### src/rtl/qkd_pkg.sv
// Shared constants, payload types and helpers for the quad knob decoder.
// No dependencies; every other file imports this package.
package qkd_pkg;

    localparam int KNOB_COUNT  = 4;   // knobs decoded (1..8)
    localparam int COUNT_WIDTH = 8;   // bits of each knob count (2..16)

    localparam int IN_KNOBS    = 4;   // knobs carried by the input item
    localparam int VALUE_W     = 8;   // width of a reported value
    localparam int MAX_W       = 8;   // width of a limit register
    localparam int CFG_COUNT   = 4;   // limit registers
    localparam int CFG_ADDR_W  = 4;
    localparam int CFG_IDX_W   = 2;
    localparam int APB_DW      = 32;

    localparam int CMP_W = (COUNT_WIDTH > MAX_W) ? COUNT_WIDTH : MAX_W;
    localparam int EXT_W = (COUNT_WIDTH > VALUE_W) ? COUNT_WIDTH : VALUE_W;

    localparam logic [MAX_W-1:0] MAX_RESET = MAX_W'(15);

    // (B,A) pair codes
    localparam logic [1:0] PAIR_00 = 2'b00;
    localparam logic [1:0] PAIR_01 = 2'b01;
    localparam logic [1:0] PAIR_10 = 2'b10;
    localparam logic [1:0] PAIR_11 = 2'b11;

    typedef struct packed {
        logic [IN_KNOBS-1:0] line_a;
        logic [IN_KNOBS-1:0] line_b;
        logic [IN_KNOBS-1:0] switch_n;
    } t_in_item;

    typedef struct packed {
        logic [VALUE_W-1:0]  value0;
        logic [VALUE_W-1:0]  value1;
        logic [VALUE_W-1:0]  value2;
        logic [VALUE_W-1:0]  value3;
        logic [IN_KNOBS-1:0] pressed;
    } t_out_item;

    typedef logic [CFG_COUNT-1:0][MAX_W-1:0] t_max_arr;

    // Count to reported value: zero-extend or keep the low bits.
    function automatic logic [VALUE_W-1:0] f_to_value(input logic [COUNT_WIDTH-1:0] cnt);
        logic [EXT_W-1:0] ext;
        ext = EXT_W'(cnt);
        return ext[VALUE_W-1:0];
    endfunction

endpackage

### src/rtl/qkd_cfg.sv
// Limit registers of the quad knob decoder behind an APB-style port.
// Depends on qkd_pkg.
module qkd_cfg
    import qkd_pkg::*;
(
    input  logic                  i_clk,
    input  logic                  i_rst_n,
    input  logic                  psel,
    input  logic                  penable,
    input  logic                  pwrite,
    input  logic [CFG_ADDR_W-1:0] paddr,
    input  logic [APB_DW-1:0]     pwdata,
    output logic [APB_DW-1:0]     prdata,
    output logic                  pready,
    output t_max_arr              o_max
);

    t_max_arr             r_max;
    logic [CFG_IDX_W-1:0] idx;
    logic                 wr_en;

    assign idx    = paddr[CFG_ADDR_W-1:2];
    assign pready = 1'b1;
    assign wr_en  = psel && penable && pwrite && pready;
    assign prdata = APB_DW'(r_max[idx]);
    assign o_max  = r_max;

    always_ff @(posedge i_clk) begin
        if (!i_rst_n) begin
            for (int k = 0; k < CFG_COUNT; k++) begin
                r_max[k] <= MAX_RESET;
            end
        end else if (wr_en) begin
            r_max[idx] <= pwdata[MAX_W-1:0];
        end
    end

endmodule

### src/rtl/qkd_knob.sv
// Quadrature step decode and saturating up/down update for one knob.
// Depends on qkd_pkg.
module qkd_knob
    import qkd_pkg::*;
(
    input  logic [COUNT_WIDTH-1:0] i_count,
    input  logic [MAX_W-1:0]       i_limit,
    input  logic [1:0]             i_was,
    input  logic [1:0]             i_now,
    output logic [COUNT_WIDTH-1:0] o_count
);

    logic up, down, room;

    assign up   = ((i_was == PAIR_00) && (i_now == PAIR_01)) ||
                  ((i_was == PAIR_11) && (i_now == PAIR_10));
    assign down = ((i_was == PAIR_01) && (i_now == PAIR_00)) ||
                  ((i_was == PAIR_10) && (i_now == PAIR_11));
    // stop at the limit and at the all-ones count
    assign room = (CMP_W'(i_count) < CMP_W'(i_limit)) && (i_count != '1);

    always_comb begin
        o_count = i_count;
        if (up && room) begin
            o_count = i_count + COUNT_WIDTH'(1);
        end else if (down && (i_count != '0)) begin
            o_count = i_count - COUNT_WIDTH'(1);
        end
    end

endmodule

### src/rtl/quad_knob_decoder_top.sv
// Quad knob decoder: accepted items pass the input register, then the result register.
// Throughput: one item per cycle unless the receiver stalls; input and result registers
// part the two sides; the per-knob decode is a single short compare/increment path.
// Reset (synchronous, active low) empties both registers, clears counts, prior pairs
// and the primed flag, and sets every limit register to 15.
// Depends on qkd_pkg, qkd_cfg, qkd_knob.
module quad_knob_decoder_top
    import qkd_pkg::*;
(
    input  logic                  i_clk,
    input  logic                  i_rst_n,
    // input item channel
    input  logic                  i_valid,
    input  t_in_item              i_data,
    output logic                  o_stall,
    // result item channel
    output logic                  o_valid,
    output t_out_item             o_data,
    input  logic                  i_stall,
    // configuration
    input  logic                  psel,
    input  logic                  penable,
    input  logic                  pwrite,
    input  logic [CFG_ADDR_W-1:0] paddr,
    input  logic [APB_DW-1:0]     pwdata,
    output logic [APB_DW-1:0]     prdata,
    output logic                  pready
);

    // ---------------------------------------------------------------
    // Configuration registers
    // ---------------------------------------------------------------
    t_max_arr cfg_max;

    qkd_cfg u_cfg (
        .i_clk   (i_clk),
        .i_rst_n (i_rst_n),
        .psel    (psel),
        .penable (penable),
        .pwrite  (pwrite),
        .paddr   (paddr),
        .pwdata  (pwdata),
        .prdata  (prdata),
        .pready  (pready),
        .o_max   (cfg_max)
    );

    // ---------------------------------------------------------------
    // Handshake: the input register takes an item whenever it is empty
    // or drains this cycle; it drains when the result register is free.
    // ---------------------------------------------------------------
    logic      r_in_valid, n_in_valid;
    t_in_item  r_in;
    logic      r_out_valid, n_out_valid;
    t_out_item r_out, n_out;
    logic      out_free, proc, in_acc;

    assign out_free = !r_out_valid || !i_stall;
    assign proc     = r_in_valid && out_free;
    assign o_stall  = r_in_valid && !out_free;
    assign in_acc   = i_valid && !o_stall;

    always_comb begin
        n_in_valid = r_in_valid;
        if (in_acc) begin
            n_in_valid = 1'b1;
        end else if (proc) begin
            n_in_valid = 1'b0;
        end
    end

    always_comb begin
        n_out_valid = r_out_valid;
        if (proc) begin
            n_out_valid = 1'b1;
        end else if (!i_stall) begin
            n_out_valid = 1'b0;
        end
    end

    // ---------------------------------------------------------------
    // Knob state and per-knob decode
    // ---------------------------------------------------------------
    logic [KNOB_COUNT-1:0][1:0]             r_prior;
    logic                                   r_primed;
    logic [KNOB_COUNT-1:0][COUNT_WIDTH-1:0] r_count, n_count, knob_next;
    logic [KNOB_COUNT-1:0][1:0]             now_ab;
    logic [KNOB_COUNT-1:0][MAX_W-1:0]       limit;

    for (genvar k = 0; k < KNOB_COUNT; k++) begin : g_knob
        // knobs past the input width see idle lines, those past the limit registers the reset limit
        if (k < IN_KNOBS) begin : g_pin
            assign now_ab[k] = {r_in.line_b[k], r_in.line_a[k]};
        end else begin : g_nopin
            assign now_ab[k] = PAIR_00;
        end
        if (k < CFG_COUNT) begin : g_lim
            assign limit[k] = cfg_max[k];
        end else begin : g_nolim
            assign limit[k] = MAX_RESET;
        end

        qkd_knob u_knob (
            .i_count (r_count[k]),
            .i_limit (limit[k]),
            .i_was   (r_prior[k]),
            .i_now   (now_ab[k]),
            .o_count (knob_next[k])
        );

        // first sample after reset only primes the prior pair
        assign n_count[k] = r_primed ? knob_next[k] : r_count[k];
    end

    // ---------------------------------------------------------------
    // Result assembly: four reported values and pressed flags
    // ---------------------------------------------------------------
    logic [IN_KNOBS-1:0][VALUE_W-1:0] vals;

    for (genvar k = 0; k < IN_KNOBS; k++) begin : g_val
        if (k < KNOB_COUNT) begin : g_has
            assign vals[k] = f_to_value(n_count[k]);
        end else begin : g_none
            assign vals[k] = '0;
        end
    end

    always_comb begin
        n_out.value0  = vals[0];
        n_out.value1  = vals[1];
        n_out.value2  = vals[2];
        n_out.value3  = vals[3];
        n_out.pressed = ~r_in.switch_n;
    end

    // ---------------------------------------------------------------
    // Registers
    // ---------------------------------------------------------------
    always_ff @(posedge i_clk) begin
        if (!i_rst_n) begin
            r_in_valid  <= 1'b0;
            r_out_valid <= 1'b0;
            r_primed    <= 1'b0;
            r_prior     <= '0;
            r_count     <= '0;
        end else begin
            r_in_valid  <= n_in_valid;
            r_out_valid <= n_out_valid;
            // advance knob state once per processed item
            if (proc) begin
                r_primed <= 1'b1;
                r_prior  <= now_ab;
                r_count  <= n_count;
            end
        end
    end

    // payload registers: input loads on accept, result on processing; both hold otherwise
    always_ff @(posedge i_clk) begin
        if (in_acc) begin
            r_in <= i_data;
        end
        if (proc) begin
            r_out <= n_out;
        end
    end

    assign o_valid = r_out_valid;
    assign o_data  = r_out;

endmodule

### config.mk
export PLATFORM = sky130hd
export DESIGN_NAME = quad_knob_decoder_top
export DESIGN_NICKNAME = d
export VERILOG_FILES = /design/src/rtl/qkd_pkg.sv /design/src/rtl/qkd_cfg.sv /design/src/rtl/qkd_knob.sv /design/src/rtl/quad_knob_decoder_top.sv
export SDC_FILE = /design/constraint.sdc
export NUM_CORES = 1
export LEC_CHECK = 0
export ABC_AREA = 0
export CORE_MARGIN = 2
export CORE_UTILIZATION = 60
export CTS_BUF_LIST = sky130_fd_sc_hd__clkbuf_4
export DETAILED_ROUTE_END_ITERATION = 12
export DONT_BUFFER_PORTS = 1
export GPL_ROUTABILITY_DRIVEN = 0
export PLACE_DENSITY = 0.76
export SLEW_MARGIN = 10
export SYNTH_ARGS = -nofsm -noshare
export SYNTH_HDL_FRONTEND = slang
export SYNTH_SLANG_ARGS = --single-unit
### constraint.sdc
create_clock -name i_clk -period 3.65 [get_ports i_clk]
set_input_delay 0.1825 -clock i_clk [delete_from_list [all_inputs] [get_ports i_clk]]
set_output_delay 0.1825 -clock i_clk [all_outputs]
set_load 0.01 [all_outputs]
==> flow_summary_export.csv <==
group,metric,value,unit
worst_setup_path,critical_path_buf_inv_count,0,
routing,drcViolationCount,0,
placed_design,place.detailed.hpwl,12270,um
timing,max_slew_headroom,0.4347,
clock_tree,clk_pin_slew_worst_paths,0.11,ns
yosys,synth_top_cell_area_share,0.2025,
floorplan,floorplan.die.width,115.2,um
timing,final_min_period_over_clock_period,0.7252,
worst_setup_path,slowest_stage,"sky130_fd_sc_hd__dfxtp_1",
routing,drt_iter0_markers,684,
power_and_ir_drop,power_density,340.1,mW/mm^2
yosys,postSynthAreaPerCell,9.041,um^2
worst_setup_path,startpoint,"r_count[10]$_SDFFE_PN0P_",
power_and_ir_drop,peakVddDrop,0.0003188,V
worst_setup_path,timing.critical_path.from_type,"flip-flop",
timing,worstMarginPinSlew,0.8470,ns
worst_setup_path,worst_ep_required_time,3.92,ns
finish,n_fill_cell,967,
routing,antenna_left,0,
worst_setup_path,kind_of_cell_adding_the_most_delay_to_the_critical_path,"compound AO/OA/AOI/OAI gates",
placed_design,io_buffers,0,
yosys,synth.cell_area,0.007413,mm^2
timing,rsz0062_at_grt,"no",
worst_hold_path,classification_of_the_worst_slack_hold_path,"input pin to flip-flop",
clock_tree,insertion_delay,0.55,ns
floorplan,floorplan.core_area,0.01201,mm^2
grt,globalRouteOverflowTotal,0,
timing,final.min_clock_period,2.647,ns
clock_tree,tritoncts,"built",
finish,drive_gt1_frac,0.07219,
worst_setup_path,crit_path_frequent_cell,"sky130_fd_sc_hd__a211o_1",
floorplan,num_rows,40,
worst_setup_path,path_cells,"ha_1 -> a211o_1 -> a31oi_1 -> o311a_1 -> a21oi_1 -> a211o_1 -> o2bb2ai_1",
clock_tree,clk_path_buf_depth,2,
clock_tree,root_buffer,"sky130_fd_sc_hd__clkbuf_4",
grt,number_of_global_route_vias_before_repair,5990,
finish,stdcell_count,993,
finish,multiInputGateArea,0.003991,mm^2
yosys,synth_seq_area_share,0.3970,
floorplan,fp.dieArea,0.01326,mm^2
power_and_ir_drop,p_leak,3.112,nW
yosys,synth_edf_count,48,
grt,grt_usage,0.2821,
yosys,synth.ff_latch_count,123,
finish,layout.cells.most_common_list,"sky130_fd_sc_hd__nand2_1, sky130_fd_sc_hd__dfxtp_1, sky130_fd_sc_hd__inv_1",
worst_hold_path,hold_start,"i_stall",
floorplan,start_util,0.6172,
yosys,synth_top_flop_cell,"sky130_fd_sc_hd__dfxtp_1",
clock_tree,cts_buffers,17,
routing,drt-total-wl,17760,um
yosys,yosysUniqueCellTypes,63,
yosys,synth_largest_area_cell,"sky130_fd_sc_hd__dfxtp_1",
flow_run,timing.max_cap.violations,0,
finish,final_common_cell,"sky130_fd_sc_hd__nand2_1",
worst_setup_path,critPathArrivalTime,2.91,ns
floorplan,boundaryPins,126,
worst_setup_path,critPathKind,"flip-flop to flip-flop",
routing,num_vias,6248,
clock_tree,htree_num_levels,4,
worst_setup_path,critical_path.reg2reg.startpoint,"r_count[10]$_SDFFE_PN0P_",
worst_setup_path,worstSetupEndpointType,"flip-flop",
timing,timing.fmax,377.8,MHz
finish,area_overhead_of_the_layout_relative_to_synthesis,8.017,%
timing,fin_tns_setup,0,ns
timing,hold_viol,0,
finish,nets_final,927,
yosys,yosys-top-cells-area,"sky130_fd_sc_hd__dfxtp_1, sky130_fd_sc_hd__edfxtp_1, sky130_fd_sc_hd__ha_1",
timing,setup_viol_count_final,0,
grt,maximum_number_of_pins_on_one_net_before_global_route_repair,57,
floorplan,chipHeight,115.2,um
grt,antenna_violations_before_repair,1,
yosys,yosysWarningCount,0,
routing,wl_per_cell,17.88,um
routing,vias_per_cell,6.292,
worst_setup_path,crit_path_max_fanout,10,
timing,finalMaxSlewViolations,0,
yosys,postSynthCellCount,820,
yosys,synth_async_sr_flop_share,0,
worst_setup_path,slowest_delay,0.56,ns
clock_tree,numClockSinks,123,
finish,layout.area.seq,0.002943,mm^2
placed_design,dpl_cells,929,
routing,drt-pass1-iter-count,5,
timing,fin_skew,0.01925,ns
grt,grt_first_pass_wirelength,29240,um
run_status,run_status,"complete, no violations",
## registers in the layout, summed over array words and instances (netlist names)
signal	cells
now_ab	8
o_data	36
o_valid	1
r_count	32
r_in	4
r_in_valid	1
r_primed	1
r_prior	8
u_cfg.o_max	32
## stage by stage
stage / util / area (um^2) / setup WS [ns] / hold slack (ns) / power (W)
2_1_floorplan: - / 7500 / 0.6912 / 0.2814 / 0.001701
3_3_place_gp: 0.6160 / 7400 / 1.165 / 0.2574 / 0.001712
3_5_place_dp: 0.6160 / 7400 / 1.068 / 0.2599 / 0.001720
4_1_cts: 0.6665 / 8005 / 1.049 / 0.001050 / 0.002735
5_1_grt: 0.6667 / 8008 / 0.8262 / 0.01557 / 0.002828
6_report: 0.6667 / 8008 / 1.003 / 0.01542 / 0.002724
## logic make-up after synthesis
family / synth area share
XOR/XNOR: 0.02835
AO/OA/AOI/OAI: 0.1468
AND/OR/NAND/NOR: 0.2140
multiplexers: 0.06903
flip-flops: 0.3970
buffers and inverters: 0.07629
adder cells (fa/ha/maj): 0.06751
other: 0.001013
## timing repair
item | CTS | global route
buffers inserted | 0 | 0
hold endpoints to repair | 68 | 0
gates resized for setup | 0 | 0
hold buffers | 31 | 0
## final timing paths
kind	endpoint	slack (ns)	cells after the start
worst max-delay path	o_data[21]$_DFFE_PP_	1.00	7
worst min-delay path	r_in_valid$_SDFFE_PN0P_	0.02	3
worst max register to register	o_data[21]$_DFFE_PP_	1.00	7
worst min register to register	u_cfg.o_max[14]$_SDFFE_PN0P_	0.49	2
## worst reg2reg max path, stage by stage, from the launching register on
cell                        delay, ns
sky130_fd_sc_hd__dfxtp_1         0.56
sky130_fd_sc_hd__ha_1            0.33
sky130_fd_sc_hd__a211o_1         0.30
sky130_fd_sc_hd__a31oi_1         0.19
sky130_fd_sc_hd__o311a_1         0.44
sky130_fd_sc_hd__a21oi_1         0.15
sky130_fd_sc_hd__a211o_1         0.28
sky130_fd_sc_hd__o2bb2ai_1       0.12
## metal layers
layer  up-vias  part of all wire  track usage
li1       2966                 -            -
met1      2985              0.42       0.3677
met2       256              0.47       0.4427
met3        41             0.086      0.08645
met4         0             0.025       0.1092
met5         -                 0            0
## cells in the mapped netlist (9+ instances only)
| library cell | instances |
|---|---|
| sky130_fd_sc_hd__buf_4 | 25 |
| sky130_fd_sc_hd__or3_1 | 12 |
| sky130_fd_sc_hd__nor3_1 | 9 |
| sky130_fd_sc_hd__dfxtp_1 | 75 |
| sky130_fd_sc_hd__nand2_1 | 89 |
| sky130_fd_sc_hd__xnor2_1 | 16 |
| sky130_fd_sc_hd__ha_1 | 40 |
| sky130_fd_sc_hd__nand4b_1 | 9 |
| sky130_fd_sc_hd__nand2b_1 | 12 |
| sky130_fd_sc_hd__inv_1 | 52 |
| sky130_fd_sc_hd__o21ai_0 | 28 |
| sky130_fd_sc_hd__a21oi_1 | 46 |
| sky130_fd_sc_hd__edfxtp_1 | 48 |
| sky130_fd_sc_hd__nand4_1 | 18 |
| sky130_fd_sc_hd__nor2_1 | 45 |
| sky130_fd_sc_hd__mux2i_1 | 32 |
| sky130_fd_sc_hd__a31oi_1 | 15 |
| sky130_fd_sc_hd__nand3_1 | 44 |
| sky130_fd_sc_hd__clkbuf_1 | 44 |
| sky130_fd_sc_hd__and3_1 | 15 |
| sky130_fd_sc_hd__o211ai_1 | 14 |
## power by group
part	internal, W	total [W]	switching [W]
logic	0.0000816	0.000229	0.000147
clock network	0.000495	0.000989	0.000493
registers	0.00147	0.00151	0.0000404
## final cells by class
type / instances / area share
tap: 147 / 0.02297
multi-input combinational: 595 / 0.4984
antenna: 1 / 0.0003125
clock inverter: 11 / 0.01594
timing repair buffer: 42 / 0.05031
sequential: 123 / 0.3675
clock buffer: 21 / 0.01969
inverter: 53 / 0.02484
Power figures use the tool's default switching activity.
